## src/design/vdh_ram.sv

```systemverilog
module vdh_ram #(
    parameter int WIDTH = 8,
    parameter int DEPTH = 16
) (
    input  logic                     i_clk,
    input  logic                     i_we,
    input  logic [$clog2(DEPTH)-1:0] i_waddr,
    input  logic [WIDTH-1:0]         i_wdata,
    input  logic [$clog2(DEPTH)-1:0] i_raddr,
    output logic [WIDTH-1:0]         o_rdata
);

    logic [WIDTH-1:0] r_mem [DEPTH];
    logic [WIDTH-1:0] r_rdata;

    always_ff @(posedge i_clk) begin
        if (i_we) begin
            r_mem[i_waddr] <= i_wdata;
        end
        r_rdata <= r_mem[i_raddr];
    end

    assign o_rdata = r_rdata;

endmodule

```

## config.mk

```make
export PLATFORM = sky130hd
export DESIGN_NAME = vdh_ram
export DESIGN_NICKNAME = d
export VERILOG_FILES = /design/src/design/vdh_ram.sv
export SDC_FILE = /design/constraint.sdc
export NUM_CORES = 1
export LEC_CHECK = 0
export BUFFER_PORTS_ARGS = -buffer_cell sky130_fd_sc_hd__buf_2
export CORE_AREA = 10 10 124 115
export CTS_CLUSTER_DIAMETER = 40
export CTS_CLUSTER_SIZE = 16
export DETAILED_ROUTE_END_ITERATION = 10
export DIE_AREA = 0 0 134 125
export SYNTH_ARGS = -nofsm -noshare
export SYNTH_HDL_FRONTEND = slang
export SYNTH_SLANG_ARGS = --single-unit
```

## constraint.sdc

```tcl
create_clock -name i_clk -period 3.2 [get_ports i_clk]
set_clock_uncertainty 0.05 [all_clocks]
set_input_delay 0.32 -clock i_clk [delete_from_list [all_inputs] [get_ports i_clk]]
set_output_delay 0.32 -clock i_clk [all_outputs]
set_load 0.02 [all_outputs]
```

Word level (Yosys, flattened, before mapping)
Memories as Yosys holds them, arrays and structs flattened. A register that Yosys moved wholly into a read port is not among the register bits.
Cells that the tools add are included.
{"block": "word_totals", "reg_bits": 0, "ramBits": 128, "in_bits": 18, "output_inout_bits": 8, "elab_cells": 3, "n_memories": 1}
{"memory": "r_mem", "depth": 16, "width": 8, "rd": 1, "rd_clocked_by_memory_dff": 1, "wr": 1, "line": "13", "rtl": "logic [WIDTH-1:0] r_mem [DEPTH];"}
{"block": "op_classes", "muxes": 2}
{"operator": "$mux W1", "count": 2}

Depth between registers and ports, before layout
Gate-level depths: netlist of the first run.
{"block": "depth", "word_depth": 2, "mapped_depth": 5, "ltp_nobuf": 3}

Worst setup path after synthesis of the first run
OpenSTA, ideal clock, no wires.
{"block": "synth_timing", "kind": "input to register", "startpoint": "in i_waddr[2]", "endpoint": "mem r_mem[0][0], enable pin", "setup_ns": 0.383, "arrival_ns": 1.430, "required_ns": 2.767, "slack_ns": 1.337, "stages": 2, "path_buffers": 0, "cell_sequence": "or3b_2 nor3_1"}
{"element": "start, declared", "line": "7", "rtl": "input logic [$clog2(DEPTH)-1:0] i_waddr,"}
{"element": "end, declared", "line": "13"}
Straight into the memory's write port.

==> out/results.ini, run 1 <==
[outcome]
status = completed

[grt]
grtUsageTotal_pct = 12.1
grt_pass1_wl_um = 14900
grt_max_degree = 33
grt_overflow = 0
antenna_found_initial = 0
grt_pass1_vias = 2414

[floorplan]
coreArea_sq_um = 11700
num_rows = 38
fp.dieArea_sq_um = 16800
start_util_pct = 43.8
die_w_um = 134
fp.dieH_um = 125
ios = 26

[setup_path]
crit_chain = buf_2, buf_12, mux4_1, a22oi_1, nand2_1
critPathSlowestCell = mux4_1
critPathLaunchType = primary input
r2r_setup_slack_ns = 1.76
worstPathMaxFanout = 20
worstSetupPathType = primary input to register
worstRegToRegCells = 3
end_kind = register
r2r_start = r_mem[10][1]$_DFFE_PP_
required_ns = 3.43
slowest_delay_ns = 0.56
timing.rr.end = o_rdata[1]$_DFF_P_
worstPathArrival_ns = 1.93

[power]
cellPowerDensity_nw_per_um2 = 675
power_mw = 4.09
ir_worst_vdd_uv = 336
leakage_nw = 2.03

[sta]
tns_ns = 0
tightest_slew_ns = 0.918
period_minus_slack_ns = 1.70
achievable-frequency_mhz = 588
finalCritPeriodShare_pct = 53.2
setup_viol = 0
hold_slack_ns = 0.248
drv_slew = 0
fin_ws_ns = 1.50
grt_setup_unrepaired = no
maxSlewHeadroom_pct = 38.6
final-hold-violation-count = 0

[routing]
remaining_drc_errors = 0
post_drt_wl_per_cell_um = 21.7
drtAntennaViolNets = 0
drt_iter0_drc = 301
vias_per_cell = 5.24
drt-total-wl_um = 9670
first_pass_iters = 4
via_count = 2332

[place]
dp_hpwl_um = 6280
io_buffers = 25
place_congestion = 0.756
placed_cells = 413
pre_cts_slack_ns = 1.05

[worst_hold_path]
min_from = i_wdata[3]
hold_path_end = r_mem[3][3]$_DFFE_PP_
min_path_type = primary input to register
hold_path_depth = 1

[clock_tree]
root_buffer = clkbuf_16
cts_resized = 0
cts_tree = done
clkSlewWorstSetupHoldPaths_ns = 0.06
cts.htree.levels = 4
holdBufCountCts = 0
cts.path.max_buffers = 2
numClockSinks = 136
clk_latency_ns = 0.41
cts-buffers-inserted = 17
cts_setup_buffers = 0

[flow_run]
cap_violations = 0

[yosys]
synth_cell_types = 19
syn_inst = 229
netlist_area_sq_um = 5150
ys_ff_latch = 136
syn_nets = 247
synth-warning-count = 0
yosysSeqAreaShare_pct = 77.8
syn_area_per_cell_sq_um = 22.5

[layout]
drive_gt1_share_pct = 29.8
n_antenna_cell = 0
layoutNonFillerInstCount = 445
final_nets = 290
areaGrowthSynthToFinish_pct = 17.6

==> cell type report <==
class                   instances  area (sq um)
fillers                       956          5690
flip-flops and latches        136          4000
multi-input cells              83          1060
clock buffers                  18           439
repair buffers                 34           205
well taps                     160           200
clock inverters                14           150
==> cells by family (layout without fill, tap and decap cells) <==
family                 Yosys count  count (layout)  share of synthesized area (%)
AOI/OAI and AO/OA               16              16                           2.33
buffers and inverters           10              66                           1.68
DFF                            136             136                           77.8
muxes                           32              32                           15.0
and+or+nand+nor                 35              35                           3.18
==> report_power, final <==
part | internal [mW] | switching [mW]
registers | 1.99 | 0.0113
clock network | 1.17 | 0.726
logic | 0.0753 | 0.115
total | 3.24 | 0.852
==> critical path, delay by kind of cell <==
family | cells | cell delay [ns]
buffers and inverters | 2 | 0.61
muxes | 1 | 0.56
AOI/OAI and AO/OA | 1 | 0.34
and+or+nand+nor | 1 | 0.08
==> how the worst max path moves through the flow <==
stage	start	end	slack (ns)	cells after the start
3_3_place_gp	i_raddr[0]	o_rdata[1]$_DFF_P_	1.05	5
6_report	i_raddr[0]	o_rdata[1]$_DFF_P_	1.50	5
4_1_cts	i_raddr[0]	o_rdata[1]$_DFF_P_	1.48	5
2_1_floorplan	i_waddr[2]	r_mem[0][0]$_DFFE_PP_	1.34	2
5_1_grt	i_raddr[0]	o_rdata[1]$_DFF_P_	1.40	5
3_5_place_dp	i_raddr[0]	o_rdata[1]$_DFF_P_	1.05	5
==> stage by stage <==
| step | area (sq um) | util, % |
|---|---|---|
| after floorplan | 5150 | - |
| after global placement | 5470 | 46.5 |
| after detailed placement | 5470 | 46.5 |
| after CTS | 6060 | 51.6 |
| after global routing | 6060 | 51.6 |
| final | 6060 | 51.6 |
==> sequential cells by signal, indices dropped and copies added (netlist names) <==
register  count
r_mem       128
o_rdata       8
==> layer usage <==
layer / global-route usage [%] / vias up / share of wire (%)
li1: - / 1066 / -
met1: 16.8 / 1188 / 47
met2: 17.8 / 74 / 47
met3: 3.64 / 4 / 5.9
met4: 4.22 / 0 / 0.37
met5: 0 / - / 0
==> cell usage in the layout (no fill, tap or decap), drive strengths merged <==
cell type / instances
and2: 1
clkinv: 8
nand2b: 2
clkinvlp: 3
nand3: 1
and2b: 1
nor3: 4
inv: 1
or3b: 1
bufinv: 2
nand2: 9
edfxtp: 128
dfxtp: 8
buf: 34
clkbuf: 18
a22oi: 16
mux4: 32
nand3b: 2
nor2: 13
nor2b: 1
==> synthesized netlist by cell type, drive strengths merged <==
library cell | number | share of area [%]
nand3 | 1 | 0.097
buf | 7 | 1.1
a22oi | 16 | 2.3
and2 | 1 | 0.12
nand2 | 9 | 0.66
mux4 | 32 | 15
nor2 | 13 | 0.95
nor3 | 4 | 0.39
and2b | 1 | 0.15
nand2b | 2 | 0.24
edfxtp | 128 | 75
clkdlybuf4s25 | 3 | 0.58
nand3b | 2 | 0.29
dfxtp | 8 | 3.1
or3b | 1 | 0.17
nor2b | 1 | 0.12
Note: power is estimated with default switching activity, not from simulation.
==> run 2: changes to the inputs <==
Clock period 3.2 ns to 1.4 ns, I/O delays scaled along.
==> run 2 against run 1 <==
Setup slack got worse by 1.4 ns. Sequential power grew 130%. Cell area increased by 3.3%.
==> out/results.ini, run 2 (synthesis results as in run 1) <==
[outcome]
status = completed

[layout]
final_common_cell = edfxtp_1
largest-register = r_mem
areaGrowthSynthToFinish_pct = 21.5
drive_gt1_share_pct = 36.5  ; +6.7 points
n_antenna_cell = 0  ; unchanged
final_cell_mix = edfxtp_1 (128), buf_2 (25), buf_4 (25)
final_util_pct = 53.3  ; +1.7 points
largest_reg_flops = 128  ; unchanged
final_nets = 310  ; +6.9%

[routing]
first_pass_iters = 4  ; unchanged
post_drt_wl_per_cell_um = 21.9  ; +0.74%
vias_per_cell = 5.16  ; -1.6%
drtAntennaViolNets = 0  ; unchanged
drt-total-wl_um = 10200  ; +5.0%
via_count = 2392  ; +2.6%
remaining_drc_errors = 0  ; unchanged
drt_iter0_drc = 234  ; -22%

[sta]
final-hold-violation-count = 0  ; unchanged
fin_ws_ns = 0.0540  ; -1.44 ns
finalCritPeriodShare_pct = 96.1
maxSlewHeadroom_pct = 37.1  ; -1.4 points
achievable-frequency_mhz = 743
setup_viol = 0  ; unchanged
period_minus_slack_ns = 1.35
drv_slew = 0  ; unchanged
tightest_slew_ns = 0.941  ; +0.0229 ns

[clock_tree]
cts_tree = done
numClockSinks = 136  ; unchanged
root_buffer = clkbuf_16
clk_latency_ns = 0.40  ; about the same
holdBufCountCts = 0  ; unchanged
cts.path.max_buffers = 2  ; unchanged
cts-buffers-inserted = 17  ; unchanged
cts.htree.levels = 4  ; unchanged
clkSlewWorstSetupHoldPaths_ns = 0.05  ; about the same
cts_setup_buffers = 0  ; unchanged

[place]
dp_hpwl_um = 6630  ; +5.5%
place_congestion = 0.719  ; -4.9%
pre_cts_slack_ns = -0.285  ; -1.33 ns
io_buffers = 25  ; unchanged

[power]
combPwrFrac_pct = 5.4  ; +0.7 points
p_int_mw = 7.47  ; +130%
leakage_nw = 2.13  ; +4.9%
seq_power_share_pct = 49.3  ; +0.3 points
power.switching_mw = 1.82  ; +110%
ir_worst_vdd_uv = 940  ; +180%
cellPowerDensity_nw_per_um2 = 1490  ; +120%
switching_share_pct = 19.6  ; -1.2 points
pwr-share-clk_pct = 45.4  ; -1.0 points

[grt]
grt_overflow = 0  ; unchanged
antenna_found_initial = 0  ; unchanged
grtUsageTotal_pct = 12.8  ; +0.72 points
grt_max_degree = 17  ; -48%
grt_pass1_vias = 2565  ; +6.3%
grt_pass1_wl_um = 15700  ; +4.9%

[floorplan]
fp.dieArea_sq_um = 16800  ; unchanged
num_rows = 38  ; unchanged
start_util_pct = 43.8  ; unchanged
ios = 26  ; unchanged
coreArea_sq_um = 11700  ; unchanged
die_w_um = 134  ; unchanged
fp.dieH_um = 125  ; unchanged

[setup_path]
worstRegToRegCells = 3  ; unchanged
critPathLaunch = r_mem[6][0]$_DFFE_PP_
r2r_start = r_mem[6][0]$_DFFE_PP_
slowest_delay_ns = 0.57  ; about the same
critPathSlowestCell = mux4_1
crit_chain = mux4_1, a22oi_2, nand2_1
required_ns = 1.64  ; -1.79 ns
cp.depth = 3  ; -2
worstPathArrival_ns = 1.58  ; -0.35 ns
end_kind = register
path_buf_inv = 0  ; -2
critPathLaunchType = register
worstSetupPathType = register to register
worstPathMaxFanout = 1  ; -95%
critPathTopFamily = multiplexers

[worst_hold_path]
min_from = i_wdata[5]
min_path_type = primary input to register
hold_path_depth = 1  ; unchanged

[flow_run]
cap_violations = 0  ; unchanged

-- run 2: final timing paths --
| check | end | slack, ns |
|---|---|---|
| worst max-delay path | o_rdata[0]$_DFF_P_ | 0.05 |
| worst min-delay path | r_mem[5][5]$_DFFE_PP_ | 0.07 |
| worst max register to register | o_rdata[0]$_DFF_P_ | 0.05 |
| worst min register to register | o_rdata[5]$_DFF_P_ | 0.61 |
-- run 2: power by group through the flow --
stage | Sequential [mW] | Clock, mW | Combinational (mW)
6_report | 4.58 | 4.22 | 0.498
5_1_grt | 4.59 | 4.52 | 0.544
4_1_cts | 4.58 | 4.31 | 0.493
3_5_place_dp | 4.67 | 0 | 0.487
3_3_place_gp | 4.66 | 0 | 0.482
2_1_floorplan | 4.69 | 0 | 0.231
-- run 2: cell type report --
class,count,area [sq um]
clock inverters,7,95.1
flip-flops and latches,136,4000
repair buffers,54,393
fillers,938,5490
multi-input cells,83,1090
clock buffers,24,472
well taps,160,200
-- run 2: per-stage QoR --
stage	power (mW)	TNS [ns]	cell area [sq um]	instances	hold slack (ns)
floorplan	4.92	-1.66	5150	229	0.189
global placement	5.14	-2.84	5660	433	0.479
detailed placement	5.15	-3.16	5660	433	0.489
CTS	9.38	0	6240	464	0.0489
global route	9.66	-0.0331	6250	464	0.0644
finish	9.29	0	6250	464	0.0683
-- run 2: layer usage --
layer	wire [um]	part of all wire (%)	track usage, %	up-vias
li1	-	-	-	1096
met1	4590	45	17.5	1228
met2	5000	49	18.9	60
met3	491	4.8	4.40	8
met4	75	0.74	4.03	0
met5	0	0	0	-
-- run 2: what timing repair did --
item	in CTS	in global routing
gates resized for setup	2	9
hold endpoints to repair	0	0
endpoints found under the setup margin	2	8
pin swaps	0	3
